### src/rtl/gbcl_pkg.sv
// Shared types, widths, register indexes and rounding helpers for the gyro bias
// calibration and lowpass core. No dependencies.
package gbcl_pkg;

	localparam int RAW_W      = 16;
	localparam int OUT_W      = 25;
	localparam int MAX_AXES   = 3;
	localparam int SUM_W      = 33;
	localparam int SQ_W       = 48;
	localparam int LEN_W      = 16;
	localparam int SL_W       = 17;
	localparam int THR_W      = 8;
	localparam int COEF_W     = 16;
	localparam int K_W        = 32;
	localparam int OPA_W      = 34;
	localparam int OPB_W      = 17;
	localparam int PROD_W     = OPA_W + OPB_W;
	localparam int RND_W      = PROD_W - 15;
	localparam int SAT_W      = RND_W + 1;
	localparam int ACC_W      = 67;
	localparam int CFG_IDX_W  = 3;
	localparam int CFG_DATA_W = 16;

	localparam logic [CFG_IDX_W-1:0] REG_CALIB_LENGTH  = 3'd0;
	localparam logic [CFG_IDX_W-1:0] REG_MOTION_THRESH = 3'd1;
	localparam logic [CFG_IDX_W-1:0] REG_RATE_SCALE    = 3'd2;
	localparam logic [CFG_IDX_W-1:0] REG_S1_GAIN       = 3'd3;
	localparam logic [CFG_IDX_W-1:0] REG_S1_ENABLE     = 3'd4;
	localparam logic [CFG_IDX_W-1:0] REG_S2_GAIN       = 3'd5;
	localparam logic [CFG_IDX_W-1:0] REG_S2_ENABLE     = 3'd6;

	localparam logic signed [PROD_W:0] HALF_Q16 = (PROD_W+1)'(32768);

	typedef logic signed [RAW_W-1:0]  raw_t;
	typedef logic signed [OUT_W-1:0]  rate_t;
	typedef logic [CFG_IDX_W-1:0]     cfg_idx_t;
	typedef logic [CFG_DATA_W-1:0]    cfg_data_t;

	// zero length behaves as one
	function automatic logic [LEN_W-1:0] eff_len(input logic [LEN_W-1:0] v);
		return (v == '0) ? LEN_W'(1) : v;
	endfunction

	// floor((p + 2^15) / 2^16)
	function automatic logic signed [RND_W-1:0] rnd_q16(input logic signed [PROD_W-1:0] p);
		logic signed [PROD_W:0] t;
		t = $signed({p[PROD_W-1], p}) + HALF_Q16;
		return t[PROD_W:16];
	endfunction

	function automatic rate_t sat_out(input logic signed [SAT_W-1:0] v);
		logic [SAT_W-OUT_W:0] top;
		top = v[SAT_W-1:OUT_W-1];
		if ((&top) || (~|top)) begin
			return v[OUT_W-1:0];
		end else if (v[SAT_W-1]) begin
			return {1'b1, {(OUT_W-1){1'b0}}};
		end else begin
			return {1'b0, {(OUT_W-1){1'b1}}};
		end
	endfunction

endpackage

### src/rtl/gyro_bias_calibrate_and_lowpass_core.sv
// Gyro bias calibration, rate scaling and two-stage PT1 lowpass, top level.
// Depends on gbcl_pkg.
//
// Usage:
//  - Input channel (in_valid/in_ready) takes one raw three-axis sample per transfer.
//    in_ready is high only while the sequencer is idle.
//  - Output channel (out_valid/out_ready) gives one result per sample: scaled,
//    filtered rates with FRACTION_BITS fraction bits, or zeros with calibrating
//    set while bias calibration runs (also on the sample that completes it).
//  - Configuration channel (cfg_valid/cfg_ready) writes one register per
//    transfer; cfg_ready is always high. Write only while the block is idle.
//  - Filtering makes three passes per axis through the shared multiplier with both
//    stages on, one pass with both off. The last calibration sample adds a variance
//    check and a bit-serial division per axis for the offsets.
//  - The result sits in an output register; the next sample is accepted while
//    it waits, and the sequencer holds at its end until the register frees.
//  - Reset restores default registers, restarts calibration and clears the
//    filter states.
module gyro_bias_calibrate_and_lowpass_core #(
	parameter int AXES          = 3,
	parameter int SAMPLE_BITS   = 16,
	parameter int FRACTION_BITS = 8
) (
	input  logic                clk,
	input  logic                arst_n,
	input  logic                in_valid,
	output logic                in_ready,
	input  gbcl_pkg::raw_t      raw_x,
	input  gbcl_pkg::raw_t      raw_y,
	input  gbcl_pkg::raw_t      raw_z,
	output logic                out_valid,
	input  logic                out_ready,
	output gbcl_pkg::rate_t     rate_x,
	output gbcl_pkg::rate_t     rate_y,
	output gbcl_pkg::rate_t     rate_z,
	output logic                calibrating,
	input  logic                cfg_valid,
	output logic                cfg_ready,
	input  gbcl_pkg::cfg_idx_t  cfg_index,
	input  gbcl_pkg::cfg_data_t cfg_data
);
	import gbcl_pkg::*;

	localparam int IN_BITS = (SAMPLE_BITS < RAW_W) ? SAMPLE_BITS : RAW_W;
	localparam int AX_W    = (AXES > 1) ? $clog2(AXES) : 1;
	localparam int DN_W    = SUM_W + FRACTION_BITS + 2;   // divider dividend
	localparam int DC_W    = $clog2(DN_W);
	localparam logic [DN_W-1:0] Q_POS_LIM = DN_W'((1 << (OUT_W-1)) - 1);
	localparam logic [DN_W-1:0] Q_NEG_LIM = DN_W'(1 << (OUT_W-1));
	localparam logic [2:0] LAST_CHUNK = 3'd4;

	// sequencer states
	localparam logic [4:0] ST_IDLE      = 5'd0;
	localparam logic [4:0] ST_CAL_START = 5'd1;
	localparam logic [4:0] ST_CAL_SQ    = 5'd2;
	localparam logic [4:0] ST_CAL_ACC   = 5'd3;
	localparam logic [4:0] ST_CAL_CHECK = 5'd4;
	localparam logic [4:0] ST_MOT_T     = 5'd5;
	localparam logic [4:0] ST_MOT_K     = 5'd6;
	localparam logic [4:0] ST_MOT_KS    = 5'd7;
	localparam logic [4:0] ST_MOT_D     = 5'd8;
	localparam logic [4:0] ST_MOT_M     = 5'd9;
	localparam logic [4:0] ST_MOT_A     = 5'd10;
	localparam logic [4:0] ST_MOT_CMP   = 5'd11;
	localparam logic [4:0] ST_MOT_NEXT  = 5'd12;
	localparam logic [4:0] ST_MOT_END   = 5'd13;
	localparam logic [4:0] ST_DIV_INIT  = 5'd14;
	localparam logic [4:0] ST_DIV_STEP  = 5'd15;
	localparam logic [4:0] ST_DIV_DONE  = 5'd16;
	localparam logic [4:0] ST_RUN_D     = 5'd17;
	localparam logic [4:0] ST_RUN_SC    = 5'd18;
	localparam logic [4:0] ST_RUN_F2    = 5'd19;
	localparam logic [4:0] ST_RUN_P2    = 5'd20;
	localparam logic [4:0] ST_RUN_F1    = 5'd21;
	localparam logic [4:0] ST_RUN_P1    = 5'd22;
	localparam logic [4:0] ST_RUN_OUT   = 5'd23;
	localparam logic [4:0] ST_WAIT      = 5'd24;
	localparam logic [4:0] ST_FIN       = 5'd25;

	// configuration registers
	logic [LEN_W-1:0]  calib_length_q;
	logic [THR_W-1:0]  motion_threshold_q;
	logic [COEF_W-1:0] rate_scale_q;
	logic [COEF_W-1:0] s1_gain_q;
	logic              s1_en_q;
	logic [COEF_W-1:0] s2_gain_q;
	logic              s2_en_q;

	// sequencer
	logic [4:0]      state_q;
	logic [4:0]      ret_q;
	logic [AX_W-1:0] axis_q;
	logic [2:0]      chunk_q;
	logic [DC_W-1:0] dcnt_q;
	logic            cal_flag_q;
	logic            moved_q;

	// calibration and filter state
	logic [SL_W-1:0]          samples_left_q;
	logic                     calib_done_q;
	logic signed [SUM_W-1:0]  sum_q    [AXES];
	logic [SQ_W-1:0]          sqsum_q  [AXES];
	rate_t                    offset_q [AXES];
	rate_t                    st2_q    [AXES];
	rate_t                    st1_q    [AXES];

	// datapath
	logic signed [IN_BITS-1:0] x_q   [AXES];
	rate_t                     res_q [AXES];
	rate_t                     v_q;
	logic signed [OPA_W-1:0]   opa_q;
	logic signed [OPB_W-1:0]   opb_q;
	logic signed [PROD_W-1:0]  prod_q;
	logic [K_W-1:0]            k_q;
	logic [SQ_W-1:0]           dpos_q;
	logic signed [ACC_W-1:0]   acc_q;
	logic [DN_W-1:0]           divn_q;
	logic [LEN_W:0]            rem_q;
	logic [DN_W-1:0]           quo_q;

	// output register
	logic  out_valid_q;
	logic  calib_out_q;
	rate_t rate_q [MAX_AXES];

	raw_t  raw_in  [MAX_AXES];
	rate_t res_ext [MAX_AXES];

	assign raw_in[0] = raw_x;
	assign raw_in[1] = raw_y;
	assign raw_in[2] = raw_z;

	for (genvar g = 0; g < MAX_AXES; g++) begin : g_res
		if (g < AXES) begin : g_used
			assign res_ext[g] = res_q[g];
		end else begin : g_unused
			assign res_ext[g] = '0;
		end
	end

	// per-axis selects and combinational helpers
	logic [LEN_W-1:0]          n_eff;
	logic signed [SUM_W-1:0]   sum_sel;
	logic [SQ_W-1:0]           sq_sel;
	logic signed [IN_BITS-1:0] x_sel;
	logic signed [OPA_W-1:0]   x_wide;
	logic [SUM_W-1:0]          mag;
	logic signed [SQ_W:0]      sq_diff;
	logic                      sq_diff_pos;
	logic [COEF_W-1:0]         mot_chunk;
	logic                      mot_use_n;
	logic                      mot_neg;
	logic [5:0]                mot_sh;
	logic signed [ACC_W-1:0]   acc_term;
	logic [LEN_W+1:0]          div_r2;
	logic [LEN_W+1:0]          div_d2;
	logic                      div_ge;
	logic [LEN_W+1:0]          div_sub;
	rate_t                     off_new;
	logic signed [RND_W-1:0]   rnd_prod;
	rate_t                     scaled;
	rate_t                     st2_new;
	rate_t                     st1_new;
	logic                      axis_last;
	logic                      fin_load;

	always_comb begin
		n_eff   = eff_len(calib_length_q);
		sum_sel = sum_q[axis_q];
		sq_sel  = sqsum_q[axis_q];
		x_sel   = x_q[axis_q];
		x_wide  = OPA_W'(x_sel);
		mag     = sum_sel[SUM_W-1] ? SUM_W'(-sum_sel) : SUM_W'(sum_sel);

		// variance test: moved when n*(ss - k) > sum^2
		sq_diff     = $signed({1'b0, sq_sel}) - $signed({{(SQ_W+1-K_W){1'b0}}, k_q});
		sq_diff_pos = !sq_diff[SQ_W] && (sq_diff != '0);

		// |sum| stays below 2^31, so two chunks cover its square
		case (chunk_q)
			3'd0: begin
				mot_chunk = dpos_q[15:0];
				mot_use_n = 1'b1;
				mot_neg   = 1'b0;
				mot_sh    = 6'd0;
			end
			3'd1: begin
				mot_chunk = dpos_q[31:16];
				mot_use_n = 1'b1;
				mot_neg   = 1'b0;
				mot_sh    = 6'd16;
			end
			3'd2: begin
				mot_chunk = dpos_q[47:32];
				mot_use_n = 1'b1;
				mot_neg   = 1'b0;
				mot_sh    = 6'd32;
			end
			3'd3: begin
				mot_chunk = mag[15:0];
				mot_use_n = 1'b0;
				mot_neg   = 1'b1;
				mot_sh    = 6'd0;
			end
			default: begin
				mot_chunk = mag[31:16];
				mot_use_n = 1'b0;
				mot_neg   = 1'b1;
				mot_sh    = 6'd16;
			end
		endcase
		acc_term = ACC_W'(prod_q) <<< mot_sh;

		// restoring division step, divisor 2n
		div_r2  = {rem_q, divn_q[DN_W-1]};
		div_d2  = {1'b0, n_eff, 1'b0};
		div_ge  = (div_r2 >= div_d2);
		div_sub = div_r2 - div_d2;

		if (sum_sel[SUM_W-1]) begin
			off_new = (quo_q > Q_NEG_LIM) ? {1'b1, {(OUT_W-1){1'b0}}}
			                              : OUT_W'(-quo_q[OUT_W-1:0]);
		end else begin
			off_new = (quo_q > Q_POS_LIM) ? {1'b0, {(OUT_W-1){1'b1}}}
			                              : OUT_W'(quo_q[OUT_W-1:0]);
		end

		rnd_prod  = rnd_q16(prod_q);
		scaled    = sat_out(SAT_W'(rnd_prod));
		st2_new   = sat_out(SAT_W'(st2_q[axis_q]) + SAT_W'(rnd_prod));
		st1_new   = sat_out(SAT_W'(st1_q[axis_q]) + SAT_W'(rnd_prod));
		axis_last = (axis_q == AX_W'(AXES-1));
		fin_load  = (state_q == ST_FIN) && (!out_valid_q || out_ready);
	end

	assign in_ready  = (state_q == ST_IDLE);
	assign cfg_ready = 1'b1;

	// shared multiplier
	always_ff @(posedge clk) begin
		prod_q <= opa_q * opb_q;
	end

	always_ff @(posedge clk or negedge arst_n) begin
		if (!arst_n) begin
			calib_length_q     <= LEN_W'(10000);
			motion_threshold_q <= THR_W'(48);
			rate_scale_q       <= COEF_W'(4000);
			s1_gain_q          <= COEF_W'(11226);
			s1_en_q            <= 1'b1;
			s2_gain_q          <= COEF_W'(18839);
			s2_en_q            <= 1'b1;
			state_q            <= ST_IDLE;
			ret_q              <= ST_IDLE;
			axis_q             <= '0;
			chunk_q            <= '0;
			dcnt_q             <= '0;
			cal_flag_q         <= 1'b0;
			moved_q            <= 1'b0;
			samples_left_q     <= SL_W'(10000);
			calib_done_q       <= 1'b0;
			for (int a = 0; a < AXES; a++) begin
				sum_q[a]    <= '0;
				sqsum_q[a]  <= '0;
				offset_q[a] <= '0;
				st2_q[a]    <= '0;
				st1_q[a]    <= '0;
			end
		end else begin
			if (cfg_valid) begin
				case (cfg_index)
					REG_CALIB_LENGTH: begin
						calib_length_q <= cfg_data[LEN_W-1:0];
						if (!calib_done_q) begin
							samples_left_q <= {1'b0, eff_len(cfg_data[LEN_W-1:0])};
						end
					end
					REG_MOTION_THRESH: motion_threshold_q <= cfg_data[THR_W-1:0];
					REG_RATE_SCALE:    rate_scale_q       <= cfg_data[COEF_W-1:0];
					REG_S1_GAIN:       s1_gain_q          <= cfg_data[COEF_W-1:0];
					REG_S1_ENABLE:     s1_en_q            <= cfg_data[0];
					REG_S2_GAIN:       s2_gain_q          <= cfg_data[COEF_W-1:0];
					REG_S2_ENABLE:     s2_en_q            <= cfg_data[0];
					default: ;
				endcase
			end

			unique case (state_q)
				ST_IDLE: begin
					if (in_valid) begin
						for (int a = 0; a < AXES; a++) begin
							x_q[a] <= raw_in[a][IN_BITS-1:0];
						end
						cal_flag_q <= !calib_done_q;
						axis_q     <= '0;
						state_q    <= calib_done_q ? ST_RUN_D : ST_CAL_START;
					end
				end
				ST_CAL_START: begin
					// fresh run: counter at or above the length clears the sums
					if (samples_left_q >= {1'b0, n_eff}) begin
						samples_left_q <= {1'b0, n_eff};
						for (int a = 0; a < AXES; a++) begin
							sum_q[a]   <= '0;
							sqsum_q[a] <= '0;
						end
					end
					state_q <= ST_CAL_SQ;
				end
				ST_CAL_SQ: begin
					opa_q   <= x_wide;
					opb_q   <= OPB_W'(x_sel);
					ret_q   <= ST_CAL_ACC;
					state_q <= ST_WAIT;
				end
				ST_CAL_ACC: begin
					sum_q[axis_q]   <= sum_sel + SUM_W'(x_sel);
					sqsum_q[axis_q] <= sq_sel + prod_q[SQ_W-1:0];
					if (axis_last) begin
						state_q <= ST_CAL_CHECK;
					end else begin
						axis_q  <= axis_q + AX_W'(1);
						state_q <= ST_CAL_SQ;
					end
				end
				ST_CAL_CHECK: begin
					if (samples_left_q <= SL_W'(1)) begin
						axis_q <= '0;
						if (motion_threshold_q != '0) begin
							moved_q <= 1'b0;
							state_q <= ST_MOT_T;
						end else begin
							state_q <= ST_DIV_INIT;
						end
					end else begin
						samples_left_q <= samples_left_q - SL_W'(1);
						state_q        <= ST_FIN;
					end
				end
				ST_MOT_T: begin
					opa_q   <= OPA_W'(motion_threshold_q);
					opb_q   <= OPB_W'(motion_threshold_q);
					ret_q   <= ST_MOT_K;
					state_q <= ST_WAIT;
				end
				ST_MOT_K: begin
					opa_q   <= OPA_W'(prod_q[2*THR_W-1:0]);
					opb_q   <= OPB_W'(n_eff - LEN_W'(1));
					ret_q   <= ST_MOT_KS;
					state_q <= ST_WAIT;
				end
				ST_MOT_KS: begin
					k_q     <= prod_q[K_W-1:0];
					state_q <= ST_MOT_D;
				end
				ST_MOT_D: begin
					if (sq_diff_pos) begin
						dpos_q  <= sq_diff[SQ_W-1:0];
						acc_q   <= '0;
						chunk_q <= '0;
						state_q <= ST_MOT_M;
					end else begin
						state_q <= ST_MOT_NEXT;
					end
				end
				ST_MOT_M: begin
					opa_q   <= mot_use_n ? OPA_W'(n_eff) : OPA_W'(mag);
					opb_q   <= {1'b0, mot_chunk};
					ret_q   <= ST_MOT_A;
					state_q <= ST_WAIT;
				end
				ST_MOT_A: begin
					acc_q <= mot_neg ? (acc_q - acc_term) : (acc_q + acc_term);
					if (chunk_q == LAST_CHUNK) begin
						state_q <= ST_MOT_CMP;
					end else begin
						chunk_q <= chunk_q + 3'd1;
						state_q <= ST_MOT_M;
					end
				end
				ST_MOT_CMP: begin
					if (!acc_q[ACC_W-1] && (acc_q != '0)) begin
						moved_q <= 1'b1;
					end
					state_q <= ST_MOT_NEXT;
				end
				ST_MOT_NEXT: begin
					if (axis_last) begin
						state_q <= ST_MOT_END;
					end else begin
						axis_q  <= axis_q + AX_W'(1);
						state_q <= ST_MOT_D;
					end
				end
				ST_MOT_END: begin
					axis_q <= '0;
					if (moved_q) begin
						samples_left_q <= {1'b0, n_eff};
						state_q        <= ST_FIN;
					end else begin
						state_q <= ST_DIV_INIT;
					end
				end
				ST_DIV_INIT: begin
					// round half away: (2*|sum|*2^F + n) / 2n
					divn_q  <= (DN_W'(mag) << (FRACTION_BITS + 1)) + DN_W'(n_eff);
					rem_q   <= '0;
					quo_q   <= '0;
					dcnt_q  <= DC_W'(DN_W - 1);
					state_q <= ST_DIV_STEP;
				end
				ST_DIV_STEP: begin
					rem_q  <= div_ge ? div_sub[LEN_W:0] : div_r2[LEN_W:0];
					quo_q  <= {quo_q[DN_W-2:0], div_ge};
					divn_q <= divn_q << 1;
					if (dcnt_q == '0) begin
						state_q <= ST_DIV_DONE;
					end else begin
						dcnt_q <= dcnt_q - DC_W'(1);
					end
				end
				ST_DIV_DONE: begin
					offset_q[axis_q] <= off_new;
					if (axis_last) begin
						calib_done_q   <= 1'b1;
						samples_left_q <= '0;
						state_q        <= ST_FIN;
					end else begin
						axis_q  <= axis_q + AX_W'(1);
						state_q <= ST_DIV_INIT;
					end
				end
				ST_RUN_D: begin
					opa_q   <= (x_wide <<< FRACTION_BITS) - OPA_W'(offset_q[axis_q]);
					opb_q   <= {1'b0, rate_scale_q};
					ret_q   <= ST_RUN_SC;
					state_q <= ST_WAIT;
				end
				ST_RUN_SC: begin
					v_q     <= scaled;
					state_q <= ST_RUN_F2;
				end
				ST_RUN_F2: begin
					if (s2_en_q) begin
						opa_q   <= OPA_W'(v_q) - OPA_W'(st2_q[axis_q]);
						opb_q   <= {1'b0, s2_gain_q};
						ret_q   <= ST_RUN_P2;
						state_q <= ST_WAIT;
					end else begin
						state_q <= ST_RUN_F1;
					end
				end
				ST_RUN_P2: begin
					st2_q[axis_q] <= st2_new;
					v_q           <= st2_new;
					state_q       <= ST_RUN_F1;
				end
				ST_RUN_F1: begin
					if (s1_en_q) begin
						opa_q   <= OPA_W'(v_q) - OPA_W'(st1_q[axis_q]);
						opb_q   <= {1'b0, s1_gain_q};
						ret_q   <= ST_RUN_P1;
						state_q <= ST_WAIT;
					end else begin
						state_q <= ST_RUN_OUT;
					end
				end
				ST_RUN_P1: begin
					st1_q[axis_q] <= st1_new;
					v_q           <= st1_new;
					state_q       <= ST_RUN_OUT;
				end
				ST_RUN_OUT: begin
					res_q[axis_q] <= v_q;
					if (axis_last) begin
						state_q <= ST_FIN;
					end else begin
						axis_q  <= axis_q + AX_W'(1);
						state_q <= ST_RUN_D;
					end
				end
				ST_WAIT: begin
					// product lands in prod_q during this cycle
					state_q <= ret_q;
				end
				ST_FIN: begin
					if (!out_valid_q || out_ready) begin
						state_q <= ST_IDLE;
					end
				end
				default: state_q <= ST_IDLE;
			endcase
		end
	end

	// output register: frees when the receiver takes the transfer
	always_ff @(posedge clk or negedge arst_n) begin
		if (!arst_n) begin
			out_valid_q <= 1'b0;
		end else if (fin_load) begin
			out_valid_q <= 1'b1;
		end else if (out_ready) begin
			out_valid_q <= 1'b0;
		end
	end

	always_ff @(posedge clk) begin
		if (fin_load) begin
			calib_out_q <= cal_flag_q;
			for (int a = 0; a < MAX_AXES; a++) begin
				rate_q[a] <= cal_flag_q ? '0 : res_ext[a];
			end
		end
	end

	assign out_valid   = out_valid_q;
	assign calibrating = calib_out_q;
	assign rate_x      = rate_q[0];
	assign rate_y      = rate_q[1];
	assign rate_z      = rate_q[2];

endmodule

### config.mk
export PLATFORM = sky130hd
export DESIGN_NAME = gyro_bias_calibrate_and_lowpass_core
export DESIGN_NICKNAME = d
export VERILOG_FILES = /design/src/rtl/gbcl_pkg.sv /design/src/rtl/gyro_bias_calibrate_and_lowpass_core.sv
export SDC_FILE = /design/constraint.sdc
export NUM_CORES = 2
export LEC_CHECK = 0
export ABC_AREA = 1
export BUFFER_PORTS_ARGS = -buffer_cell sky130_fd_sc_hd__buf_2
export CAP_MARGIN = 30
export CORE_MARGIN = 2
export CORE_UTILIZATION = 45
export CTS_CLUSTER_SIZE = 10
export DETAILED_ROUTE_END_ITERATION = 6
export PLACE_DENSITY = 0.64
export REMOVE_ABC_BUFFERS = 1
export SLEW_MARGIN = 5
export SYNTH_ARGS = -nofsm -noshare
export SYNTH_HDL_FRONTEND = slang
export SYNTH_SLANG_ARGS = --single-unit
### constraint.sdc
create_clock -name clk -period 21.4 [get_ports clk]
set_input_delay 2.14 -clock clk [delete_from_list [all_inputs] [get_ports clk]]
set_output_delay 2.14 -clock clk [all_outputs]
set_load 0.02 [all_outputs]
==> flow_summary.yaml <==
global_route:
  grt_pass1_wl_mm: 560.8
  antenna_found_initial: 21
  grt_max_degree: 162
  grt_usage_pct: 33.21
  overflow: 0
  grt_pass1_vias: 88740
worst_setup_path:
  crit_type: "reg -> reg"
  arrival_ps: 8190
  crit_fanout: 58
  critPathCaptureType: "flop"
  rrSetupSlack_ps: 13640
  start_kind: "flop"
  cp.required_ps: 21830
timing:
  worst_slack_ps: 13640
  final.setup.tns_ps: 0
  min_period_ps: 7762
  drv_slew: 0
  clock.fmax_mhz: 128.8
  finalHoldViolations: 0
  period_share_pct: 36.27
  tightest_slew_ps: 1174
  rsz0062_at_grt: "no"
  setup-violations-final: 0
  max-slew-margin-rel_pct: 21.72
  skew_ps: 62.74
hold_path:
  hp-class: "reg -> reg"
synthesis:
  synth_top_area_share_pct: 15.91
  synth_largest_area_cell: "edfxtp_1"
  synth_edf_count: 525
  synth_area_leaders: "edfxtp_1 16%, dfrtp_1 14%, nand2_1 13%"
  synthTopCellsByCount: "3383 x nand2_1, 2341 x inv_1, 1141 x nor2_1, 961 x o21ai_0, 795 x a21oi_1"
  netlist_area_um2: 99070
  synth-async-reset-ratio_pct: 50.34
  yosysMostFrequentCell: "nand2_1"
  synth-seq-cells: 1160
  ys.flop_type: "dfrtp_1"
  synthesis.instances: 13420
  syn_area_per_cell_um2: 7.380
  yosysWarnings: 0
  ys_seq_area_share_pct: 31.74
  synth_cell_types: 79
cts:
  clk_latency_ps: 860
  cts_setup_buffers: 0
  htreeDepth: 4
  clockRootBuffer: "clkbuf_16"
  cts_tree: "built"
  cts-resized-gates: 0
  clock_path_buffers: 3
  holdBufCountCts: 0
  clock_sinks: 1160
  clkTransAtPathRegs_ps: 60
  cts_made_buffers: 147
placed_design:
  gp_congestion: 1.040
  dp_slack_ps: 13890
  hpwl_mm: 292.0
  portBuffers: 149
  dpl-instance-area_um2: 103000
route:
  firstDrtPassIters: 7
  wire_per_inst_um: 22.84
  route.detailed.drc: 0
  dr_total_vias: 92260
  drt-initial-drc-count: 10160
  via_per_inst: 5.626
  postRouteAntennaNets: 0
  wl_mm: 374.5
die:
  die_y_um: 473.2
  num_rows: 172
  die_w_um: 473.2
  dieArea_um2: 223900
  ios: 151
  start_util_pct: 45.18
  core_area_um2: 219300
job:
  drv_cap: 0
cells_and_area:
  fin_area_um2: 107900
  syn_to_final_growth_pct: 8.944
  drive_gt1_share_pct: 5.621
  fill_cells: 21880
  final_nets: 14530
run_status:
  outcome: "finished clean"
-- cells in the final DEF (no fill, tap or decap), types with 77 or more instances in the layout --
master,netlist,final
o22ai_1,77,77
o21ai_0,961,961
ha_1,493,493
inv_1,2341,2340
nand2_1,3383,3379
buf_4,15,131
clkbuf_16,0,151
nor3_1,121,119
edfxtp_1,525,525
nand3_1,649,648
nor2_1,1141,1120
fa_1,561,561
xnor2_1,115,115
xor2_1,183,183
o21a_1,79,79
nand4_1,146,146
a21oi_1,795,792
buf_2,50,149
or2_2,98,98
dfrtp_1,547,544
-- state kept, by name (all words and copies together) (netlist names), 25 cells and up --
| name | flops |
|---|---|
| acc_q | 67 |
| divn_q | 43 |
| dpos_q | 48 |
| k_q | 32 |
| offset_q | 75 |
| opa_q | 34 |
| prod_q | 51 |
| quo_q | 43 |
| rate_q | 75 |
| res_q | 75 |
| sqsum_q | 144 |
| st1_q | 75 |
| st2_q | 75 |
| sum_q | 99 |
| v_q | 25 |
| x_q | 48 |
-- routing by layer --
layer / global-route usage [%] / vias to the layer above / share of wire (%)
met3: 6.772 / 802 / 9.6
li1: - / 43020 / -
met4: 15.50 / 12 / 5.3
met5: 0 / - / 0.074
met1: 45.05 / 44160 / 42
met2: 50.83 / 4274 / 43
-- final timing paths --
kind,to,cells past startpoint,start
setup / recovery,acc_q[10],25,axis_q[0]
hold / removal,sqsum_q[84],2,sqsum_q[84]
setup reg to reg,acc_q[10],25,axis_q[0]
hold reg to reg,sqsum_q[84],2,sqsum_q[84]
max in group asynchronous,samples_left_q[8],7,arst_n
min in group asynchronous,sqsum_q[134],1,arst_n
-- metrics by stage --
| stage | cells | util, % | hold slack, ps |
|---|---|---|---|
| 2_1_floorplan | 12960 | - | 433.8 |
| 3_3_place_gp | 16100 | 46.82 | 448.2 |
| 3_5_place_dp | 16120 | 46.97 | 453.4 |
| 4_1_cts | 16380 | 49.10 | 467.4 |
| 5_1_grt | 16400 | 49.21 | 477.5 |
| 6_report | 16400 | 49.22 | 468.4 |
-- critical path: stages (launching register included) --
cell	delay, ps
dfrtp_4	660
inv_8	410
nand2_4	380
inv_2	750
buf_4	480
buf_4	610
nand2_1	90
o21ai_0	190
ha_1	320
nand2_1	120
nor2_1	260
nand2_1	140
nor2_1	110
nand2_1	80
nand3_1	120
nand3_1	100
nand2_1	80
nand2_1	60
nand2_1	200
nor2_1	70
nand2_1	60
nor2_1	50
nand3_1	150
nand3_1	240
a21oi_4	690
buf_4	710
-- cells by family (layout without fill, tap and decap cells) --
family                     Yosys count  count (layout)  synth area share [%]
adders and majority gates         1054            1054                 17.56
DFF                               1160            1160                 31.74
other                                1               9              0.003785
AOI/OAI and AO/OA                 2370            2370                 13.35
xor gates and xnor gates           298             298                 2.635
buffers and inverters             2838            2935                 10.93
and+or+nand+nor                   5698            5698                 23.72
muxes                                5               5               0.05431
-- layout make-up --
| class | instances | area [µm²] | share of cell area (%) |
|---|---|---|---|
| Clock inverter | 36 | 538.0 | 0.4985 |
| Inverter | 2370 | 8906 | 8.252 |
| Sequential cell | 1160 | 31460 | 29.14 |
| Antenna cell | 8 | 20.02 | 0.01855 |
| Multi-Input combinational cell | 9426 | 56990 | 52.80 |
| Tap cell | 2871 | 3592 | 3.328 |
| Clock buffer | 226 | 4150 | 3.845 |
| Timing Repair Buffer | 303 | 2278 | 2.111 |
Power is not shown: default switching activity piles up to over one toggle a cycle in this logic, so the estimate is an artifact.
